<file path="src/rtl/tbrl_pkg.sv">
package tbrl_pkg;

  localparam int RATE_W       = 20;
  localparam int ELAPSED_W    = 24;
  localparam int ELAPSED_BITS = 24;
  localparam int LEVEL_W      = 41;
  localparam int WAIT_W       = 17;

  // Product of the elapsed time and the rate, and the bucket sum before saturation.
  localparam int PROD_W = ELAPSED_BITS + RATE_W;
  localparam int SUM_W  = ((PROD_W > LEVEL_W) ? PROD_W : LEVEL_W) + 1;

  // A refused request has a level below one token, so the numerator fits 20 bits.
  localparam int DIV_BITS = 20;
  localparam int STEP_MAX = (ELAPSED_BITS > DIV_BITS) ? ELAPSED_BITS : DIV_BITS;
  localparam int CNT_W    = $clog2(STEP_MAX);

  localparam logic [LEVEL_W-1:0]  TOKEN        = LEVEL_W'(1000000);
  localparam logic [LEVEL_W-1:0]  CAP_PER_RATE = LEVEL_W'(2000000);
  localparam logic [DIV_BITS-1:0] WAIT_MIN     = DIV_BITS'(1000);
  localparam logic [DIV_BITS-1:0] WAIT_MAX     = DIV_BITS'(100000);

  typedef enum logic [2:0] {
    ST_IDLE,
    ST_MUL,
    ST_ADD,
    ST_SAT,
    ST_TAKE,
    ST_DIV,
    ST_OUT
  } state_t;

  typedef struct packed {
    logic start;
    logic [DIV_BITS-1:0] num;
    logic [RATE_W-1:0] den;
  } div_req_t;

  typedef struct packed {
    logic done;
    logic [DIV_BITS-1:0] quot;
  } div_stat_t;

endpackage

</file>
<file path="src/rtl/tbrl_ifs.sv">
interface tbrl_req_if import tbrl_pkg::*; ();
  logic                 valid;
  logic                 ready;
  logic                 cmd;
  logic [ELAPSED_W-1:0] elapsed_us;
  modport source(output valid, cmd, elapsed_us, input ready);
  modport sink(input valid, cmd, elapsed_us, output ready);
endinterface

interface tbrl_rsp_if import tbrl_pkg::*; ();
  logic              valid;
  logic              ready;
  logic              granted;
  logic [WAIT_W-1:0] wait_us;
  modport source(output valid, granted, wait_us, input ready);
  modport sink(input valid, granted, wait_us, output ready);
endinterface

interface tbrl_cfg_if import tbrl_pkg::*; ();
  logic              valid;
  logic              ready;
  logic [RATE_W-1:0] rate_per_second;
  modport source(output valid, rate_per_second, input ready);
  modport sink(input valid, rate_per_second, output ready);
endinterface

</file>
<file path="src/rtl/token_bucket_rate_limiter_unit.sv">
// Channel  Dir  Payload                              Accepted when
// req      in   cmd, elapsed_us[23:0]                req.valid && req.ready
// rsp      out  granted, wait_us[16:0]               rsp.valid && rsp.ready
// cfg      in   rate_per_second[19:0]                cfg.valid && cfg.ready
//
// A time-only item or a granted request runs the bit-serial multiply of time by rate,
// then the add, saturate and take steps, from acceptance to a loaded result.
// A refused request adds the serial divider before its result is loaded.
// rst is synchronous and active high; it clears the rate, the bucket and all control.
// A result waits in the output register while rsp stalls; the next item is accepted
// meanwhile and only its own result waits for the register to drain.
module token_bucket_rate_limiter_unit import tbrl_pkg::*; (
  input logic         clk,
  input logic         rst,
  tbrl_req_if.sink    req,
  tbrl_rsp_if.source  rsp,
  tbrl_cfg_if.sink    cfg
);

  state_t state;
  state_t state_next;

  // Configuration and bucket state. The cap is kept alongside the rate so that
  // the saturation compare never sits behind a multiplier.
  logic [RATE_W-1:0]  rate;
  logic [LEVEL_W-1:0] cap;
  logic [LEVEL_W-1:0] level;

  // Item being worked on.
  logic                    cmd;
  logic [CNT_W-1:0]        cnt;
  logic [RATE_W-1:0]       prod_hi;
  logic [ELAPSED_BITS-1:0] prod_lo;
  logic [SUM_W-1:0]        sum;

  // Result waiting for the output register, and the output register itself.
  logic              res_granted;
  logic [WAIT_W-1:0] res_wait;
  logic              out_valid;
  logic              out_granted;
  logic [WAIT_W-1:0] out_wait;

  // Control decoded from the state.
  logic accept;
  logic load_out;
  logic div_start;

  div_req_t  div_req;
  div_stat_t div_stat;

  logic [RATE_W:0]      mul_add;
  logic [PROD_W-1:0]    prod;
  logic                 take_ok;
  logic [DIV_BITS-1:0]  clamped;

  // One bit of the elapsed time per cycle: add the rate to the upper half when
  // the low bit is set, then shift the whole product right by one.
  assign mul_add = {1'b0, prod_hi} + (prod_lo[0] ? {1'b0, rate} : '0);
  assign prod    = {prod_hi, prod_lo};
  assign take_ok = (level >= TOKEN);

  always_comb begin
    if (div_stat.quot < WAIT_MIN) begin
      clamped = WAIT_MIN;
    end else if (div_stat.quot > WAIT_MAX) begin
      clamped = WAIT_MAX;
    end else begin
      clamped = div_stat.quot;
    end
  end

  // Next state.
  always_comb begin
    state_next = state;
    unique case (state)
      ST_IDLE: if (req.valid) state_next = ST_MUL;
      ST_MUL:  if (cnt == '0) state_next = ST_ADD;
      ST_ADD:  state_next = ST_SAT;
      ST_SAT:  state_next = ST_TAKE;
      ST_TAKE: begin
        if (cmd && rate != '0 && !take_ok) begin
          state_next = ST_DIV;
        end else begin
          state_next = ST_OUT;
        end
      end
      ST_DIV:  if (div_stat.done) state_next = ST_OUT;
      ST_OUT:  if (!out_valid || rsp.ready) state_next = ST_IDLE;
      default: state_next = ST_IDLE;
    endcase
  end

  // Control outputs.
  always_comb begin
    req.ready = 1'b0;
    div_start = 1'b0;
    load_out  = 1'b0;
    unique case (state)
      ST_IDLE: req.ready = 1'b1;
      ST_TAKE: div_start = cmd && rate != '0 && !take_ok;
      ST_OUT:  load_out  = !out_valid || rsp.ready;
      default: ;
    endcase
  end

  assign accept    = req.valid && req.ready;
  assign cfg.ready = 1'b1;

  assign div_req.start = div_start;
  assign div_req.num   = DIV_BITS'(TOKEN - level);
  assign div_req.den   = rate;

  tbrl_div u_div (
    .clk  (clk),
    .rst  (rst),
    .req  (div_req),
    .stat (div_stat)
  );

  always_ff @(posedge clk) begin
    if (rst) begin
      state     <= ST_IDLE;
      rate      <= '0;
      cap       <= '0;
      level     <= '0;
      out_valid <= 1'b0;
    end else begin
      state <= state_next;

      if (cfg.valid && cfg.ready) begin
        // Writing the rate refills the bucket to twice the rate in whole tokens.
        rate  <= cfg.rate_per_second;
        cap   <= LEVEL_W'(cfg.rate_per_second) * CAP_PER_RATE;
        level <= LEVEL_W'(cfg.rate_per_second) * CAP_PER_RATE;
      end else if (state == ST_SAT) begin
        level <= (sum > SUM_W'(cap)) ? cap : LEVEL_W'(sum);
      end else if (state == ST_TAKE && cmd && rate != '0 && take_ok) begin
        level <= level - TOKEN;
      end

      if (load_out) begin
        out_valid <= 1'b1;
      end else if (rsp.ready) begin
        out_valid <= 1'b0;
      end
    end
  end

  // Datapath registers, no reset needed.
  always_ff @(posedge clk) begin
    if (accept) begin
      cmd     <= req.cmd;
      cnt     <= CNT_W'(ELAPSED_BITS - 1);
      prod_hi <= '0;
      prod_lo <= ELAPSED_BITS'(req.elapsed_us);
    end
    if (state == ST_MUL) begin
      prod_hi <= mul_add[RATE_W:1];
      prod_lo <= {mul_add[0], prod_lo[ELAPSED_BITS-1:1]};
      cnt     <= cnt - 1'b1;
    end
    if (state == ST_ADD) begin
      sum <= SUM_W'(level) + SUM_W'(prod);
    end
    if (state == ST_TAKE) begin
      // A time-only item, a disabled limiter and a granted request end here.
      res_granted <= cmd && (rate == '0 || take_ok);
      res_wait    <= '0;
    end
    if (state == ST_DIV && div_stat.done) begin
      res_wait <= WAIT_W'(clamped);
    end
    if (load_out) begin
      out_granted <= res_granted;
      out_wait    <= res_wait;
    end
  end

  assign rsp.valid   = out_valid;
  assign rsp.granted = out_granted;
  assign rsp.wait_us = out_wait;

  // The bucket never holds more than its cap.
  assert property (@(posedge clk) disable iff (rst) level <= cap)
    else $error("bucket level above cap");

  // The divider finishes only while the sequencer waits for it.
  assert property (@(posedge clk) disable iff (rst) div_stat.done |-> state == ST_DIV)
    else $error("divider done outside the divide state");

  // An accepted item always starts the serial multiply.
  assert property (@(posedge clk) disable iff (rst) accept |=> state == ST_MUL)
    else $error("accepted item did not start multiply");

  // A granted result carries no wait hint.
  assert property (@(posedge clk) disable iff (rst) out_valid && out_granted |-> out_wait == '0)
    else $error("granted result with nonzero wait");

  // A nonzero wait hint lies within the clamp range.
  assert property (@(posedge clk) disable iff (rst)
    out_valid && out_wait != '0 |->
      out_wait >= WAIT_W'(WAIT_MIN) && out_wait <= WAIT_W'(WAIT_MAX))
    else $error("wait hint outside clamp range");

endmodule

</file>
<file path="src/rtl/tbrl_div.sv">
// Restoring divider, one quotient bit per cycle.
module tbrl_div import tbrl_pkg::*; (
  input  logic      clk,
  input  logic      rst,
  input  div_req_t  req,
  output div_stat_t stat
);

  logic [DIV_BITS-1:0] quot;
  logic [RATE_W-1:0]   rem;
  logic [CNT_W-1:0]    cnt;
  logic                busy;
  logic                done;
  logic [RATE_W:0]     trial;

  assign trial = {rem, quot[DIV_BITS-1]} - {1'b0, req.den};

  always_ff @(posedge clk) begin
    if (rst) begin
      busy <= 1'b0;
      done <= 1'b0;
    end else begin
      done <= 1'b0;
      if (req.start) begin
        busy <= 1'b1;
        cnt  <= CNT_W'(DIV_BITS - 1);
        rem  <= '0;
        quot <= req.num;
      end else if (busy) begin
        if (!trial[RATE_W]) begin
          rem  <= trial[RATE_W-1:0];
          quot <= {quot[DIV_BITS-2:0], 1'b1};
        end else begin
          rem  <= {rem[RATE_W-2:0], quot[DIV_BITS-1]};
          quot <= {quot[DIV_BITS-2:0], 1'b0};
        end
        if (cnt == '0) begin
          busy <= 1'b0;
          done <= 1'b1;
        end else begin
          cnt <= cnt - 1'b1;
        end
      end
    end
  end

  assign stat.done = done;
  assign stat.quot = quot;

endmodule

</file>
<file path="src/flat_wrapper.sv">
// flat-port wrapper written by rule: the top's interface ports become plain ports
module token_bucket_rate_limiter_unit_flat import tbrl_pkg::*;
  (clk, rst, req_valid, req_cmd, req_elapsed_us, req_ready, rsp_valid, rsp_granted, rsp_wait_us, rsp_ready, cfg_valid, cfg_rate_per_second, cfg_ready);
  tbrl_req_if req_i ();
  tbrl_rsp_if rsp_i ();
  tbrl_cfg_if cfg_i ();
  input logic clk;
  input logic rst;
  input wire logic [$bits(req_i.valid)-1:0] req_valid;
  input wire logic [$bits(req_i.cmd)-1:0] req_cmd;
  input wire logic [$bits(req_i.elapsed_us)-1:0] req_elapsed_us;
  output wire logic [$bits(req_i.ready)-1:0] req_ready;
  output wire logic [$bits(rsp_i.valid)-1:0] rsp_valid;
  output wire logic [$bits(rsp_i.granted)-1:0] rsp_granted;
  output wire logic [$bits(rsp_i.wait_us)-1:0] rsp_wait_us;
  input wire logic [$bits(rsp_i.ready)-1:0] rsp_ready;
  input wire logic [$bits(cfg_i.valid)-1:0] cfg_valid;
  input wire logic [$bits(cfg_i.rate_per_second)-1:0] cfg_rate_per_second;
  output wire logic [$bits(cfg_i.ready)-1:0] cfg_ready;
  assign req_i.valid = req_valid;
  assign req_i.cmd = req_cmd;
  assign req_i.elapsed_us = req_elapsed_us;
  assign req_ready = req_i.ready;
  assign rsp_valid = rsp_i.valid;
  assign rsp_granted = rsp_i.granted;
  assign rsp_wait_us = rsp_i.wait_us;
  assign rsp_i.ready = rsp_ready;
  assign cfg_i.valid = cfg_valid;
  assign cfg_i.rate_per_second = cfg_rate_per_second;
  assign cfg_ready = cfg_i.ready;
  token_bucket_rate_limiter_unit u_core (.clk(clk), .rst(rst), .req(req_i), .rsp(rsp_i), .cfg(cfg_i));
endmodule
</file>
<file path="config.mk">
export PLATFORM = sky130hd
export DESIGN_NAME = token_bucket_rate_limiter_unit_flat
export DESIGN_NICKNAME = d
export VERILOG_FILES = /design/src/rtl/tbrl_pkg.sv /design/src/rtl/tbrl_ifs.sv /design/src/rtl/token_bucket_rate_limiter_unit.sv /design/src/rtl/tbrl_div.sv /design/src/flat_wrapper.sv
export SDC_FILE = /design/constraint.sdc
export NUM_CORES = 1
export LEC_CHECK = 0
export ABC_CLOCK_PERIOD_IN_PS = 6400
export BUFFER_PORTS_ARGS = -buffer_cell sky130_fd_sc_hd__buf_2
export CAP_MARGIN = 20
export CORE_UTILIZATION = 48
export CTS_CLUSTER_SIZE = 24
export DETAILED_ROUTE_END_ITERATION = 10
export MAX_ROUTING_LAYER = met4
export PLACE_DENSITY = 0.67
export SETUP_SLACK_MARGIN = 0.05
export SLEW_MARGIN = 20
export SYNTH_ARGS = -nofsm -noshare
export SYNTH_HDL_FRONTEND = slang
export SYNTH_SLANG_ARGS = --single-unit
</file>
<file path="constraint.sdc">
create_clock -name clk -period 6.4 [get_ports clk]
set_input_delay 1.28 -clock clk [delete_from_list [all_inputs] [get_ports clk]]
set_output_delay 1.28 -clock clk [all_outputs]
set_load 0.02 [all_outputs]
</file>
==> results.tsv, run 1 <==
metric	value	unit
grt_pass1_vias	17200	
holdWs	0.418	ns
whs_path_depth	0	
peakVddDrop	0.000326	V
start_util	48.8	%
layout_common_cells	nand2_1 (274), ha_1 (237), inv_1 (195), edfxtp_1 (176), nor2_1 (173)	
status	finished, final reports clean	
critPathMaxStageDelay	0.54	ns
crit_fanout	4	
setup_viol	0	
fin_crit	6.07	ns
layout-drive-gt1-share	9.72	%
gp_congestion	0.903	
cp-end-kind	flip-flop	
powerDensity	486	nW/um2
ys_ff_latch	274	
path_clk_slew	0.06	ns
p_switching	5070	uW
dieArea	45900	um2
synth_area	21600	um2
area_delta_synth_final	11.0	%
ant_nets	0	
r2r_cells	10	
htreeDepth	1	
p_leak	0.0104	uW
grt_max_degree	69	
gr-total-overflow	0	
p_comb_share	59.1	%
placed_area	22900	um2
crit_required	6.89	ns
rsz0062_at_grt	false	
viasPerCell	5.76	
fin_area	24000	um2
clkLatencyLatePin	0.59	ns
crit_cells	22	
synth_edf_count	176	
clk_path_buf_depth	3	
wire_per_inst	18.6	um
ys.flop_type	edfxtp_1	
core	44300	um2
hp-class	flip-flop to flip-flop	
cts_root_buf	clkbuf_16	
dp_cells	2972	
grt_pass1_wl	91.5	mm
fin_crit_sh	94.8	%
swShare	43.5	%
drt_iter0_markers	1125	
die_height	214	um
cp_common_cell	fa_1	
cts.sinks	274	
intPower	6600	uW
grt.total_usage	25.4	%
antenna_found_initial	2	
yosys_warnings	0	
layout_commonest_cell	nand2_1	
synth_fp_nets	2692	
drc	0	
cts_made_buffers	31	
critPathTopFamily	adder cells	
numPortBuffers	69	
start_kind	primary input	
dr.pass1.iters	7	
worst_slew_pin_slew	0.989	ns
slew_viol_final	0	
max-slew-margin-rel	33.9	%
cts_tree	done	
die_w	214	um
critical_path.cell_chain	buf_2, inv_1, buf_4, fa_1, inv_1, fa_1, fa_1, fa_1, ha_1, inv_1, fa_1, inv_1, ha_1, o21ai_0, nand2b_1, a221oi_1, a211o_1, a31oi_2, a311oi_1, xnor2_1, nand2_1, a311oi_1	
fin_nets	2778	
synth_cell_type_count	88	
fmax	165	MHz
synthArstFlopShare	0	%
num_rows	77	
hpwl	43.3	mm
clock_skew	0.0136	ns
drt_wl_total	56.4	mm
setup_tns	0	ns
final_cells	3031	
vias	17500	
postCtsSetupBuffers	0	
syn_avg_cell_area	9.29	um2
hold_viol	0	
synth_cells	2327	
worstSetupPathType	primary input to flip-flop	
pwr-share-clk	16.2	%
seq_power_share	24.7	%
fillers	3959	
slowest_stage	fa_1	
seq_area_frac_synth	33.5	%
cp.buffers_inverters	6	
io_pins	71	
maxCapViolations	0	
arrival	6.56	ns
[flip-flops by register name, indices dropped and copies added, names as in the netlist, 3 cells and up, named ones only]
name,cells
u_core.u_div.quot,20
u_core.state,3
u_core.prod_lo,24
u_core.rate,20
u_core.rsp.wait_us,17
u_core.level,35
u_core.prod_hi,20
u_core.u_div.rem,20
u_core.cap,31
u_core.sum,45
u_core.res_wait,17
u_core.u_div.cnt,5
u_core.cnt,5
[kinds of logic after synthesis]
| family | Yosys count | share of synthesized area [%] |
|---|---|---|
| xor+xnor | 126 | 5.10 |
| mux | 51 | 2.40 |
| buf+inv | 277 | 5.03 |
| other cells | 1 | 0.0173 |
| simple gates | 754 | 16.8 |
| flops | 274 | 33.5 |
| fa+ha+maj | 315 | 20.9 |
| compound gates | 529 | 16.2 |
[final cells by class]
type	instances	area [um2]	area share (%)
well taps	592	741	3.09
clock inverters	24	277	1.15
repair buffers	135	841	3.50
inverters	195	732	3.05
flip-flops and latches	274	7250	30.2
diodes	1	2.50	0.0104
clock buffers	34	807	3.36
multi-input cells	1776	13400	55.6
[metal layers]
metal / up-vias / part of all wire (%) / global-route usage [%] / wire length (um)
li1: 8466 / - / - / -
met1: 8458 / 45 / 32.7 / 25100
met2: 423 / 48 / 42.3 / 27000
met3: 103 / 4.7 / 2.64 / 2630
met4: 0 / 2.9 / 7.26 / 1650
met5: - / 0 / - / 0
[final timing paths]
check,startpoint,end,slack (ns)
worst max-delay path,cfg_rate_per_second[3],u_core.level[36],0.33
worst min-delay path,u_core.res_wait[7],u_core.rsp.wait_us[7],0.42
worst min register to register,u_core.res_wait[7],u_core.rsp.wait_us[7],0.42
worst max register to register,u_core.prod_lo[0],u_core.sum[43],1.86
[power groups by stage]
stage	Combinational, uW	Sequential, uW	Clock [uW]
after floorplan	4750	2700	0
after global placement	6710	2890	0
after detailed placement	6820	2900	0
after CTS	6890	2870	1920
after global routing	7690	2920	1990
final	6900	2880	1890
[cells in the mapped netlist (all sizes together) (47+ instances only)]
cell,instances,share of area (%)
nand2,275,4.8
ha,237,14
inv,195,3.4
edfxtp,176,24
nor2,176,3.1
a21oi,151,3.5
o21ai,101,2.3
dfxtp,98,9.1
xnor2,84,3.4
fa,78,7.2
a21o,62,2.2
clkbuf,55,0.95
nor3,50,1.3
nand3,48,1.1
mux2i,47,2.2
[repair_timing]
item / CTS / global route
hold buffers: 0 / 0
setup endpoints to repair: 0 / 6
gates resized for setup: 0 / 2
[per-stage QoR]
stage	total power (uW)	setup WS [ns]	utilization [%]
after detailed placement	9720	-0.330	51.7
after global placement	9610	-0.226	51.7
after CTS	11700	0.276	54.1
after global routing	12600	0.0616	54.1
final	11700	0.333	54.1
after floorplan	7450	0.0665	-
(Power assumes the default switching activity.)
==> run 2: changes to the inputs <==
--- a/config.mk
+++ b/config.mk
@@ -5,6 +5,7 @@
 export SDC_FILE = /design/constraint.sdc
 export NUM_CORES = 1
 export LEC_CHECK = 0
+export ABC_AREA = 1
 export ABC_CLOCK_PERIOD_IN_PS = 6400
 export BUFFER_PORTS_ARGS = -buffer_cell sky130_fd_sc_hd__buf_2
 export CAP_MARGIN = 20
==> run 2 against run 1 <==
  * The run now ends with DRC left
  * Non-clock buffer count down 27
  * Setup slack better by 0.17 ns
  * Fmax up 3.0%
  * Via count up 19%
  * Final cell count up 23%
  * Clock skew up 0.014 ns
  * Sequential cell count unchanged
  * Cell area up 4.9%
  * Sequential power about the same
  * Clock power up 5%
==> results.tsv, run 2 <==
metric	value	unit
status	finished, violations left	
violations	DRC	
synthArstFlopShare	0	%
syn_avg_cell_area	7.61	um2
rsz0062_at_grt	false	
fin_ws	0.508	ns
numPortBuffers	69	
reg2reg_from	u_core.sum[36]	
seq_area_frac_synth	31.6	%
num_rows	79	
start_kind	primary input	
placed_area	24000	um2
hpwl	56.8	mm
hp-start	u_core.res_wait[13]	
drt_wl_total	71.7	mm
largest_reg_flops	45	
clk_path_buf_depth	3	
cts_root_buf	clkbuf_16	
drc	2	
yosys_warnings	0	
gr-total-overflow	0	
core	46900	um2
fin_crit_sh	92.1	%
grt_pass1_vias	19600	
fin_area	25200	um2
r2r_cells	12	
grt_pass1_wl	110	mm
path_clk_slew	0.06	ns
dr.pass1.iters	10	
ctsHoldBuffers	0	
fillers	4575	
ctsResizeCount	0	
synth_top_cell_area_share	23.1	%
clkLatencyLatePin	0.56	ns
fmax	170	MHz
cts_made_buffers	35	
area_delta_synth_final	9.86	%
vias	20700	
post-place-ws	0.00307	ns
swShare	49.1	%
setup_tns	0	ns
cp-end-kind	flip-flop	
crit_required	6.85	ns
r2r-end	u_core.level[33]	
die_w	221	um
arrival	6.34	ns
multiInputGateArea	13500	um2
maxCapViolations	0	
yosysTopAreaCell	edfxtp_1	
grt_max_degree	56	
p_leak	0.0119	uW
clock_skew	0.0279	ns
largest-register	u_core.sum	
holdWs	0.416	ns
synth_cell_type_count	55	
ys.flop_type	edfxtp_1	
crit_fanout	6	
antenna_found_initial	2	
gp_congestion	1.00	
grt.total_usage	30.6	%
powerDensity	470	nW/um2
die_height	221	um
drt_iter0_markers	1896	
io_pins	71	
dieArea	48600	um2
p_comb_share	58.9	%
synth_commonest_cells	nand2_1 (612), inv_1 (493), a21oi_1 (269)	
p_switching	5810	uW
layout-drive-gt1-share	6.45	%
ant_nets	0	
cts.sinks	274	
start_util	48.9	%
slew_viol_final	0	
htreeDepth	2	
critPathMaxStageDelay	0.57	ns
hold_viol	0	
pwr-share-clk	16.8	%
critical_path.cell_chain	buf_2, inv_1, fa_1, fa_1, inv_1, fa_1, fa_1, ha_1, inv_1, fa_1, inv_1, ha_1, a21oi_1, o21ai_0, a21oi_1, nand3_1, or2_2, nand3_1, nand2_1, inv_1, a21oi_1	
hp-class	flip-flop to flip-flop	
slowest_stage	fa_1	
reg2reg_slack	1.77	ns
layout_commonest_cell	nand2_1	
worstSetupPathType	primary input to flip-flop	
synth_cells	3012	
synth_fp_nets	3377	
ys_ff_latch	274	
intPower	6030	uW
min_to	u_core.rsp.wait_us[13]	
fin_crit	5.89	ns
viasPerCell	5.57	
wire_per_inst	19.3	um
yosysMostFrequentCell	nand2_1	
peakVddDrop	0.000333	V
p_total	11800	uW
reg.largest.list	u_core.sum: 45 flops, u_core.level: 35 flops, u_core.cap: 31 flops	
layout_common_cells	nand2_1 (611), inv_1 (491), a21oi_1 (269), ha_1 (237), nor2_1 (235)	
max-slew-margin-rel	29.7	%
synth_area_leaders	edfxtp_1 (23%), ha_1 (13%), nand2_1 (10%), dfxtp_1 (8.6%), inv_1 (8.1%)	
cts_tree	done	
regArea	7250	um2
setup_viol	0	
whs_path_depth	0	
postCtsSetupBuffers	0	
seq_power_share	24.3	%
synth_edf_count	176	
worst_slew_pin_slew	1.05	ns
synth_area	22900	um2
fin_nets	3452	
run 2: changes by cell type in the layout (fill, tap and decap cells not counted), sizes merged, moves of 27 or more:
cell / before / now
inv: 197 / 499
and2: 35 / 0
nand2b: 33 / 0
o21ai: 101 / 240
mux2i: 47 / 3
nor2: 176 / 244
o22ai: 5 / 36
a21o: 62 / 17
buf: 135 / 108
o211ai: 37 / 10
nand2: 275 / 617
a21oi: 151 / 269
nand3: 48 / 170
xnor2: 84 / 23
run 2: worst max path at each step:
stage                                 startpoint                to  slack (ns)  cells after the start
after CTS                 cfg_rate_per_second[6]  u_core.level[30]        0.58                     22
after detailed placement  cfg_rate_per_second[6]  u_core.level[30]       0.003                     22
final                     cfg_rate_per_second[8]  u_core.level[31]        0.51                     21
after global placement    cfg_rate_per_second[6]  u_core.level[30]        0.04                     22
after floorplan           cfg_rate_per_second[7]  u_core.level[31]        0.64                     20
after global routing      cfg_rate_per_second[6]  u_core.level[30]        0.23                     22
run 2: cell families after synthesis:
kind of cell,share of synthesized area (%)
AO/OA/AOI/OAI,14.8
XOR/XNOR,3.25
adder cells (fa/ha/maj),19.8
buffers and inverters,9.55
flip-flops,31.6
multiplexers,0.131
other,0.0164
AND/OR/NAND/NOR,20.9
run 2: power by group through the flow:
stage	clock network, uW	logic [uW]	registers (uW)
final	1990	6970	2880
after floorplan	0	4810	2690
after global routing	2070	7860	2900
after global placement	0	6830	2890
after CTS	2030	6920	2860
after detailed placement	0	6870	2890
run 2: metal layers:
layer  share of wire [%]  wire length, um  GRT usage, %  vias up
li1                    -                -             -    10200
met1                  46            33000          42.2     9791
met2                  45            32200          47.0      651
met3                 6.1             4360          3.27      118
met4                 3.0             2170          9.89        0
met5                   0                0             -        -
run 2: cell type report:
class | count | area share (%)
clock buffer | 45 | 3.84
timing repair buffer | 108 | 2.53
inverter | 499 | 7.44
clock inverter | 19 | 0.661
multi-input combinational | 2169 | 53.7
tap | 607 | 3.02
antenna | 2 | 0.0199
sequential | 274 | 28.8
run 2: critical path, delay by kind of cell:
family,cells,cell delay [ns]
adders and majority gates,7,3.18
AOI/OAI and AO/OA,4,0.68
and+or+nand+nor,4,0.64
buffers and inverters,6,0.54
run 2: metrics by stage:
stage / instances / utilization, %
5_1_grt: 3723 / 53.7
3_3_place_gp: 3657 / 51.3
3_5_place_dp: 3657 / 51.3
6_report: 3723 / 53.7
4_1_cts: 3721 / 53.7
2_1_floorplan: 3012 / -
